[src/rtl/core/mlsd_pkg.sv]
// Shared constants and types for the masked 3x3 local standard deviation block.
`timescale 1ns / 1ps
`default_nettype none

package mlsd_pkg;

  localparam int Radius  = 1;
  localparam int WinSide = 2 * Radius + 1;
  localparam int WinN    = WinSide * WinSide;

  localparam int PIX_W  = 16;
  localparam int SUM_W  = 20;   // signed sum of nine samples
  localparam int ABS_W  = 19;   // magnitude of that sum
  localparam int SQ_W   = 31;   // one square, at most 2^30
  localparam int Q_W    = 34;   // sum of nine squares
  localparam int A_W    = 17;   // |S| / 3
  localparam int A2_W   = 34;
  localparam int T_W    = 26;
  localparam int U_W    = 23;
  localparam int RAD_W  = 40;   // radicand 256 * variance
  localparam int ROOT_W = 20;
  localparam int REM_W  = 21;
  localparam int OUT_W  = 20;

  localparam int DATA_IN_W  = WinN * PIX_W;
  localparam int DATA_OUT_W = ((OUT_W + 7) / 8) * 8;

  // ceil(2^19 / 3): exact quotient for any 19-bit dividend.
  localparam logic [17:0] RECIP3 = 18'd174763;
  // ceil(2^30 / 9): exact quotient for any dividend below 2^27.
  localparam logic [26:0] RECIP9 = 27'd119304648;

  // Residue of |S| modulo three.
  localparam logic [1:0] RES_ZERO = 2'd0;
  localparam logic [1:0] RES_ONE  = 2'd1;
  localparam logic [1:0] RES_TWO  = 2'd2;

  // Partial state of the square root handed from one cell to the next.
  typedef struct packed {
    logic [REM_W-1:0]  rem;
    logic [ROOT_W-1:0] root;
    logic [RAD_W-1:0]  rad;
  } sqrt_state_t;

endpackage

`default_nettype wire

[src/rtl/core/mlsd_sqrt_cell.sv]
// One cell of the square root chain: settles one result bit from two radicand bits.
`timescale 1ns / 1ps
`default_nettype none

module mlsd_sqrt_cell (
  input  wire                   clk,
  input  wire                   rst,
  input  wire                   in_valid,
  output logic                  in_ready,
  input  mlsd_pkg::sqrt_state_t in_data,
  output logic                  out_valid,
  input  wire                   out_ready,
  output mlsd_pkg::sqrt_state_t out_data
);

  logic                         vld;
  logic [mlsd_pkg::REM_W+1:0]   cur;
  logic [mlsd_pkg::REM_W+1:0]   trial;
  mlsd_pkg::sqrt_state_t        data_next;

  assign in_ready  = !vld || out_ready;
  assign out_valid = vld;

  // The remainder stays at most twice the partial root, so it never outgrows REM_W.
  always_comb begin
    cur   = {in_data.rem, in_data.rad[mlsd_pkg::RAD_W-1 -: 2]};
    trial = (mlsd_pkg::REM_W + 2)'({in_data.root, 2'b01});
    data_next.rad = {in_data.rad[mlsd_pkg::RAD_W-3:0], 2'b00};
    if (cur >= trial) begin
      data_next.rem  = mlsd_pkg::REM_W'(cur - trial);
      data_next.root = {in_data.root[mlsd_pkg::ROOT_W-2:0], 1'b1};
    end else begin
      data_next.rem  = cur[mlsd_pkg::REM_W-1:0];
      data_next.root = {in_data.root[mlsd_pkg::ROOT_W-2:0], 1'b0};
    end
  end

  always_ff @(posedge clk) begin
    if (rst) begin
      vld <= 1'b0;
    end else if (in_ready) begin
      vld <= in_valid;
    end
  end

  always_ff @(posedge clk) begin
    if (in_ready) begin
      out_data <= data_next;
    end
  end

endmodule

`default_nettype wire
[config.mk]
export PLATFORM = sky130hd
export DESIGN_NAME = mlsd_sqrt_cell
export DESIGN_NICKNAME = d
export VERILOG_FILES = /design/src/rtl/core/mlsd_pkg.sv /design/src/rtl/core/mlsd_sqrt_cell.sv
export SDC_FILE = /design/constraint.sdc
export NUM_CORES = 1
export LEC_CHECK = 0
export ABC_AREA = 1
export BUFFER_PORTS_ARGS = -buffer_cell sky130_fd_sc_hd__buf_2
export CAP_MARGIN = 20
export CORE_UTILIZATION = 53
export DETAILED_ROUTE_END_ITERATION = 7
export PLACE_DENSITY = 0.86
export SYNTH_ARGS = -nofsm -noshare
export SYNTH_HDL_FRONTEND = slang
export SYNTH_SLANG_ARGS = --single-unit
[constraint.sdc]
create_clock -name clk -period 5.1 [get_ports clk]
set_clock_uncertainty 0.2 [all_clocks]
set_input_delay 0.255 -clock clk [delete_from_list [all_inputs] [get_ports clk]]
set_output_delay 0.255 -clock clk [all_outputs]
set_load 0.02 [all_outputs]
== Yosys cells after proc, flatten, opt, wreduce, memory -nomap -nowiden ==
Cells that the tools add are included.
Cells by class
  $add $sub $neg: 1
  $lt $le $gt $ge: 1
  muxes and demuxes: 1
  reduce and logical (&&, ||, !) cells: 2
Operator list (count)
  41-bit two-way mux: 1
  23-bit by 22-bit greater-or-equal comparator with 1-bit output: 1
  21-bit subtractor: 1
  1-bit logical NOT: 1
  1-bit logical OR: 1
Storage, ports and cells
  register bits: 80
  bits of input ports: 85
  output and inout port bits: 83
  logic and storage cells: 9

== Depth between registers and ports, before layout ==
Gate-level depths: netlist (run 1).
  word-level depth: 2
  mapped depth: 14
  mapped depth without buffers: 13

== Worst setup path after synthesis (run 1) ==
OpenSTA, ideal clock, no wires.
  path type: register to register
  from: reg vld, in the netlist out_valid
  to: reg out_data[10] in the netlist's numbering (enable)
  setup time: 0.836 ns
  arrival: 1.884 ns
  required time: 4.064 ns
  setup slack: 2.180 ns
  stages on the path, launching flop included: 2
  buffers on the path: 0
  period minus slack after synthesis: 2.920 ns
  cell sequence: dfxtp_1 -> nand2_1
On the way
  longest elaborated chain between the ends: 2
Ends and longest elaborated chain
  start: declaration: line mlsd_sqrt_cell.sv:16  | logic vld;
  start signal: assignment: line mlsd_sqrt_cell.sv:42  | vld <= in_valid;
  1-bit logical NOT: line mlsd_sqrt_cell.sv:21  | assign in_ready = !vld || out_ready;
  1-bit logical OR: line mlsd_sqrt_cell.sv:21
  via in_ready: line mlsd_sqrt_cell.sv:9  | output logic in_ready,
  end signal: assignment: line mlsd_sqrt_cell.sv:48  | out_data <= data_next;
  end: declaration: line mlsd_sqrt_cell.sv:13  | output mlsd_pkg::sqrt_state_t out_data
The timed path passes the listed nets, and every way through them passes these cells.
A chain may end at the register's enable or synchronous reset.

==> results of run 1 <==
sequential cells by signal, indices dropped and copies added, names as in the netlist:
| name | cells |
|---|---|
| out_valid | 1 |
| out_data | 79 |
cells in the final DEF, fill, tap and decap left out, types with 2 or more instances in the layout:
cell	synthesis	layout
sky130_fd_sc_hd__buf_2	0	165
sky130_fd_sc_hd__nand2_1	144	143
sky130_fd_sc_hd__inv_1	86	86
sky130_fd_sc_hd__edfxtp_1	79	79
sky130_fd_sc_hd__dlygate4sd3_1	0	60
sky130_fd_sc_hd__nand3_1	39	39
sky130_fd_sc_hd__nor2_1	23	23
sky130_fd_sc_hd__ha_1	22	22
sky130_fd_sc_hd__a21oi_1	15	15
sky130_fd_sc_hd__clkbuf_8	0	9
sky130_fd_sc_hd__o21ai_0	7	7
sky130_fd_sc_hd__xor2_1	7	7
sky130_fd_sc_hd__nand3b_1	6	6
sky130_fd_sc_hd__nor3_1	5	5
sky130_fd_sc_hd__nor2_2	4	4
sky130_fd_sc_hd__nand4_1	4	4
sky130_fd_sc_hd__o21bai_1	4	4
sky130_fd_sc_hd__inv_6	0	3
sky130_fd_sc_hd__nand2_2	2	2
sky130_fd_sc_hd__xnor2_1	2	2
sky130_fd_sc_hd__o21ai_2	2	2
sky130_fd_sc_hd__conb_1	1	2
sky130_fd_sc_hd__inv_8	0	2
stage by stage:
stage / hold slack, ns / total power [W] / setup slack, ns
2_1_floorplan: 0.124 / 0.00110 / 2.18
3_3_place_gp: 0.212 / 0.00123 / 2.35
3_5_place_dp: 0.215 / 0.00124 / 2.31
4_1_cts: 0.00167 / 0.00172 / 2.08
5_1_grt: 0.00685 / 0.00181 / 1.80
6_report: 0.0100 / 0.00174 / 2.02
layer usage:
| metal | global-route usage [%] | vias to the layer above | routed length (microns) |
|---|---|---|---|
| met5 | 0 | - | 0 |
| met4 | 12.0 | 0 | 401 |
| met3 | 8.71 | 34 | 1050 |
| met2 | 59.3 | 228 | 6870 |
| met1 | 34.7 | 1855 | 4870 |
| li1 | - | 1964 | - |
logic make-up (layout without fill, tap and decap cells):
kind of cell / Yosys count / after routing
simple gates: 229 / 229
fa+ha+maj: 22 / 22
buf+inv: 93 / 327
xor+xnor: 9 / 9
flops: 80 / 80
other cells: 1 / 2
compound gates: 30 / 30
worst paths after layout:
path | from | endpoint | slack [ns] | depth (start not counted)
max | in_data[51] | out_data[68]$_DFFE_PP_ | 2.02 | 13
min | in_data[77] | out_data[79]$_DFFE_PP_ | 0.01 | 3
max reg2reg | out_valid$_SDFFE_PP0P_ | out_valid$_SDFFE_PP0P_ | 2.92 | 3
min reg2reg | out_valid$_SDFFE_PP0P_ | out_data[31]$_DFFE_PP_ | 1.11 | 1
worst reg2reg max path, stage by stage, from the launching register on:
cell,delay [ns]
sky130_fd_sc_hd__dfxtp_1,0.35
sky130_fd_sc_hd__nand2_4,0.75
sky130_fd_sc_hd__a21oi_1,0.18
sky130_fd_sc_hd__dlygate4sd3_1,0.60
power groups by stage:
stage / clock (W) / sequential [W] / combinational (W)
4_1_cts: 0.000456 / 0.000816 / 0.000448
6_report: 0.000463 / 0.000821 / 0.000459
3_3_place_gp: 0 / 0.000828 / 0.000401
5_1_grt: 0.000487 / 0.000826 / 0.000497
2_1_floorplan: 0 / 0.000921 / 0.000182
3_5_place_dp: 0 / 0.000831 / 0.000409
layout make-up:
| class | count | area share [%] |
|---|---|---|
| repair buffers | 225 | 23.9 |
| inverters | 86 | 5.41 |
| well taps | 102 | 2.14 |
| clock inverters | 7 | 1.05 |
| clock buffers | 9 | 2.07 |
| flip-flops and latches | 80 | 40.1 |
| multi-input cells | 292 | 25.4 |
==> results.py, run 1 <==
metrics = {
    "route": {
        "routed_via_density": 5.09,
        "detailedRoute.firstIterationViolations": 260,
        "antenna_violation_net_count_after_detailed_routing": 0,
        "num_vias": 4081,
        "detail_route.drc_violations": 0,
        "first_pass_iters": 5,
        "postRouteWirelength_microns": 13200,
        "detail_route.wl_per_cell_microns": 16.5,
    },
    "synth": {
        "synth_simple_gate_area_share_pct": 22.8,
        "synth_seq_area_share_pct": 55.7,
        "post_synth_main_area_contributors": "sky130_fd_sc_hd__edfxtp_1 55%, sky130_fd_sc_hd__nand2_1 13%, sky130_fd_sc_hd__inv_1 7.5%",
        "dominantRegCellSynth": "sky130_fd_sc_hd__edfxtp_1",
        "synth_top_area_cell": "sky130_fd_sc_hd__edfxtp_1",
        "synth-compound-area-share_pct": 3.97,
        "syn-cell-area_sq_um": 4290,
        "synth_cells": 464,
        "edff_count_synth": 79,
        "synth.area.mux_share_pct": 0,
        "synth.cells.most_frequent": "144 x sky130_fd_sc_hd__nand2_1, 86 x sky130_fd_sc_hd__inv_1, 79 x sky130_fd_sc_hd__edfxtp_1, 39 x sky130_fd_sc_hd__nand3_1, 23 x sky130_fd_sc_hd__nor2_1",
        "combinational_family_with_the_most_area_after_synthesis": "simple AND/OR/NAND/NOR gates",
        "postSynthAreaPerCell_sq_um": 9.25,
        "unique_masters_post_synth": 25,
        "post-synth-top-area-fraction_pct": 55.3,
        "number_of_synthesis_warnings": 0,
        "synth-seq-cells": 80,
        "synth_xor_area_share_pct": 1.84,
        "synth_adder_area_share_pct": 6.41,
        "dominant_cell_by_count_in_the_synthesized_netlist": "sky130_fd_sc_hd__nand2_1",
        "async_set_or_reset_register_ratio_after_synthesis_pct": 0,
    },
    "cells_and_area": {
        "finish.net_count": 801,
        "finalCoreUtilization_pct": 76.9,
        "stdcell_area_sq_um": 5970,
        "regArea_sq_um": 2390,
        "layout.cells.non_filler": 801,
        "drive_above_1_share_pct": 27.5,
        "multi_input_area_sq_um": 1520,
        "antenna-diode-count": 0,
        "fillCellCount": 522,
        "area_delta_synth_final_pct": 39.2,
    },
    "sta": {
        "rsz0062_at_grt": "no",
        "timing.slew.headroom_pct": 29.5,
        "worst_slew_pin_slew_ns": 1.06,
        "final.setup.tns_ns": 0,
        "final_cycle_share_pct": 60.5,
        "hold_violations": 0,
        "report.final.slew_viol_count": 0,
        "final_period_minus_worst_setup_slack_ns": 3.08,
        "finalSetupViolations": 0,
        "achievable-frequency_mhz": 324,
    },
    "critical_path": {
        "critical-path-slowest-cell": "sky130_fd_sc_hd__nand4_2",
        "worstPathMaxFanout": 30,
        "setup.worst_path.end_class": "flip-flop",
        "worstPathCellList": "dlygate4sd3_1 > buf_2 > inv_1 > ha_1 > nand2_1 > inv_1 > nand2_1 > nand2_1 > inv_1 > nand2_1 > nand2_1 > nand4_2 > o21ai_0",
        "worstPathArrival_ns": 3.03,
        "crit_family": "simple AND/OR/NAND/NOR gates",
        "timing.critical_path.buf_inv": 5,
        "critPathLaunchType": "input port",
        "critical_path.most_common_cell": "sky130_fd_sc_hd__nand2_1",
        "worstPathRequired_ns": 5.05,
        "slowest_delay_ns": 0.61,
        "timing_worst_setup_path_type": "input port to flip-flop",
    },
    "power": {
        "netSwitchingFraction_pct": 33.5,
        "power.leakage_nw": 3.06,
        "seq_power_share_pct": 47.1,
        "comb_power_share_pct": 26.4,
        "internal_power_w": 0.00116,
        "power.ir.vdd_worst_mv": 0.154,
        "power_density_nw_per_um2": 292,
        "power.net_switching_w": 0.000584,
        "share_clk_of_total_power_pct": 26.6,
    },
    "die": {
        "rows": 32,
        "coreArea_sq_um": 7770,
        "die_width_microns": 92.0,
        "io_pins": 168,
        "die-height_microns": 92.0,
        "dieArea_sq_um": 8460,
        "initial_utilization_pct": 55.3,
    },
    "place": {
        "hpwlAfterDp_microns": 8320,
        "post-place-cells": 725,
        "placement.cell_area_sq_um": 5180,
        "io_port_bufs": 165,
        "place.gp.congestion": 0.863,
    },
    "clock_network": {
        "clock_latency_at_the_later_pin_of_the_worst_skew_pair_ns": 0.36,
        "post-cts-setup-buffer-count": 0,
        "cts.reportedPaths.clkPinSlew_ns": 0.09,
        "clock_sink_count": 80,
        "cts_root_buf": "sky130_fd_sc_hd__clkbuf_8",
        "clock_tree.buffer_depth": 2,
        "cts_htree_levels": 3,
        "hold_buffers": 60,
        "tritoncts": "yes",
        "cts_made_buffers": 9,
        "cts_resized": 0,
    },
    "grt": {
        "grt_start_max_net_pins": 82,
        "total_routing_usage_gr_pct": 32.1,
        "vias_in_the_first_global_route": 4017,
        "grt_first_pass_wirelength_microns": 20300,
        "grt_total_ovfl": 0,
        "number_of_antenna_violations_at_the_first_check_in_global_routing": 0,
    },
    "flow_run": {
        "max_cap_viols": 0,
    },
    "status": {
        "outcome": "complete, no violations",
    },
    "min_path": {
        "holdCritPathClass": "input port to flip-flop",
    },
}
Note: power is estimated with default switching activity, not from simulation.
==> run 2, diff against run 1 <==
CORE_UTILIZATION = 49   (was 53)
PLACE_DENSITY = 0.8   (was 0.86)
clock period = 2.9 ns   (was 5.1 ns; I/O delays follow)
==> results.py, run 2 (synthesis gave the netlist of run 1 again) <==
metrics = {
    "status": {
        "outcome": "complete, no violations",
    },
    "clock_network": {
        "clock_sink_count": 80,
        "tritoncts": "yes",
        "cts_made_buffers": 9,
        "cts_root_buf": "sky130_fd_sc_hd__clkbuf_8",
        "clock_latency_at_the_later_pin_of_the_worst_skew_pair_ns": 0.36,
        "cts.reportedPaths.clkPinSlew_ns": 0.09,
        "cts_htree_levels": 3,
        "clock_tree.buffer_depth": 2,
        "cts_resized": 0,
    },
    "grt": {
        "grt_start_max_net_pins": 48,
        "total_routing_usage_gr_pct": 28.9,
        "vias_in_the_first_global_route": 4098,
        "grt_first_pass_wirelength_microns": 19500,
        "grt_total_ovfl": 0,
        "number_of_antenna_violations_at_the_first_check_in_global_routing": 0,
    },
    "cells_and_area": {
        "area_delta_synth_final_pct": 45.5,
        "drive_above_1_share_pct": 27.1,
        "final_common_cell": "sky130_fd_sc_hd__buf_2",
        "finish.net_count": 825,
        "regMostFlops": "out_data",
        "flip_flop_count_of_the_largest_register_after_layout": 79,
        "layout.cells.most_common_list": "165 x sky130_fd_sc_hd__buf_2, 143 x sky130_fd_sc_hd__nand2_1, 86 x sky130_fd_sc_hd__inv_1",
        "antenna-diode-count": 0,
        "fillCellCount": 599,
    },
    "place": {
        "place.gp.congestion": 0.843,
        "preCtsSetupSlack_ns": 0.668,
        "hpwlAfterDp_microns": 8450,
        "io_port_bufs": 165,
    },
    "sta": {
        "hold_violations": 0,
        "finalSetupViolations": 0,
        "report.final.slew_viol_count": 0,
        "final_cycle_share_pct": 85.7,
        "final_period_minus_worst_setup_slack_ns": 2.48,
        "achievable-frequency_mhz": 402,
        "rsz0062_at_grt": "no",
        "final.setup.tns_ns": 0,
        "worst_slack_ns": 0.415,
    },
    "power": {
        "power_density_nw_per_um2": 506,
        "power.leakage_nw": 3.17,
        "power.ir.vdd_worst_mv": 0.274,
    },
    "die": {
        "die-height_microns": 95.6,
        "io_pins": 168,
        "coreArea_sq_um": 8340,
        "dieArea_sq_um": 9140,
        "rows": 33,
        "die_width_microns": 95.6,
        "initial_utilization_pct": 51.5,
    },
    "route": {
        "routed_via_density": 4.89,
        "first_pass_iters": 4,
        "detail_route.drc_violations": 0,
        "num_vias": 4046,
        "antenna_violation_net_count_after_detailed_routing": 0,
        "detailedRoute.firstIterationViolations": 198,
        "detail_route.wl_per_cell_microns": 15.5,
        "postRouteWirelength_microns": 12800,
    },
    "min_path": {
        "holdPathEnd": "out_data[12]$_DFFE_PP_",
        "timing.hold.worst_path_depth": 3,
        "min_delay_src": "out_ready",
        "holdCritPathClass": "input port to flip-flop",
    },
    "flow_run": {
        "max_cap_viols": 0,
    },
    "critical_path": {
        "worstPathRequired_ns": 2.92,
        "timing_worst_setup_path_type": "input port to flip-flop",
        "ff2ff_setup_slack_ns": 0.84,
        "setup.worst_path.end_class": "flip-flop",
        "critPathLaunchType": "input port",
        "worst-r2r-cell-count": 4,
        "worstPathMaxFanout": 12,
        "worstPathArrival_ns": 2.51,
        "crit-reg2reg-launch": "out_valid$_SDFFE_PP0P_",
        "crit_path_start": "in_data[47]",
        "timing.rr.end": "out_valid$_SDFFE_PP0P_",
    },
}
[run 2: cell types whose count changed in the layout (fill, tap and decap cells not counted), sizes merged]
cell / change
bufinv: +1
clkbuf: +1
clkinvlp: +1
inv: -3
buf: +4
dlygate4sd3: +20
[run 2: timing repair]
item | 4_1_cts | 5_1_grt
buffers inserted | 0 | 0
hold buffers | 80 | 0
endpoints found under the hold margin | 79 | 0
[run 2: cell type report]
cell class / instances / area [sq um] / area share [%]
timing repair buffer: 249 / 1670 / 26.7
tap: 105 / 131 / 2.10
clock inverter: 6 / 75.1 / 1.20
sequential: 80 / 2390 / 38.3
multi-input combinational: 292 / 1520 / 24.3
clock buffer: 10 / 138 / 2.20
inverter: 86 / 323 / 5.17
[run 2: worst max path at each step]
stage / slack [ns] / endpoint / depth (start not counted)
3_5_place_dp: 0.67 / out_data[63]$_DFFE_PP_ / 11
6_report: 0.42 / out_data[75]$_DFFE_PP_ / 13
2_1_floorplan: 0.85 / out_data[10]$_DFFE_PP_ / 1
4_1_cts: 0.47 / out_data[63]$_DFFE_PP_ / 11
3_3_place_gp: 0.69 / out_data[66]$_DFFE_PP_ / 11
5_1_grt: 0.27 / out_data[69]$_DFFE_PP_ / 13
[run 2: where the power goes]
part	leakage [nW]	switching [W]	internal (W)
Clock	0.105	0.000454	0.000433
Combinational	2.24	0.000511	0.000321
Sequential	0.829	0.0000319	0.00141
[run 2: worst max-delay path: stages]
cell                            delay (ns)
sky130_fd_sc_hd__dlygate4sd3_1        0.55
sky130_fd_sc_hd__buf_2                0.13
sky130_fd_sc_hd__inv_1                0.06
sky130_fd_sc_hd__ha_1                 0.35
sky130_fd_sc_hd__nand2_1              0.13
sky130_fd_sc_hd__nor2_2               0.30
sky130_fd_sc_hd__nand2_1              0.10
sky130_fd_sc_hd__nor2_1               0.11
sky130_fd_sc_hd__nand2_1              0.07
sky130_fd_sc_hd__nand4_2              0.10
sky130_fd_sc_hd__buf_4                0.23
sky130_fd_sc_hd__nand3_1              0.13
sky130_fd_sc_hd__nand2_1              0.09
[run 2: stage by stage]
| stage | area (sq um) | total power [W] | cells | utilization (%) | hold WS [ns] |
|---|---|---|---|---|---|
| final | 6240 | 0.00316 | 828 | 74.9 | 0.281 |
| after global routing | 6240 | 0.00331 | 828 | 74.9 | 0.282 |
| after CTS | 6240 | 0.00314 | 828 | 74.9 | 0.277 |
| after detailed placement | 5230 | 0.00219 | 732 | 62.7 | 0.116 |
| after global placement | 5230 | 0.00218 | 732 | 62.7 | 0.101 |
| after floorplan | 4300 | 0.00194 | 465 | - | 0.0141 |
[run 2: per-layer routing]
metal  up-vias  GRT usage (%)  wire [microns]
met1      1808           32.5            4980
met4         0           11.8             377
met2       193           51.8            6410
li1       2009              -               -
met5         -              0               0
met3        36           7.58            1050
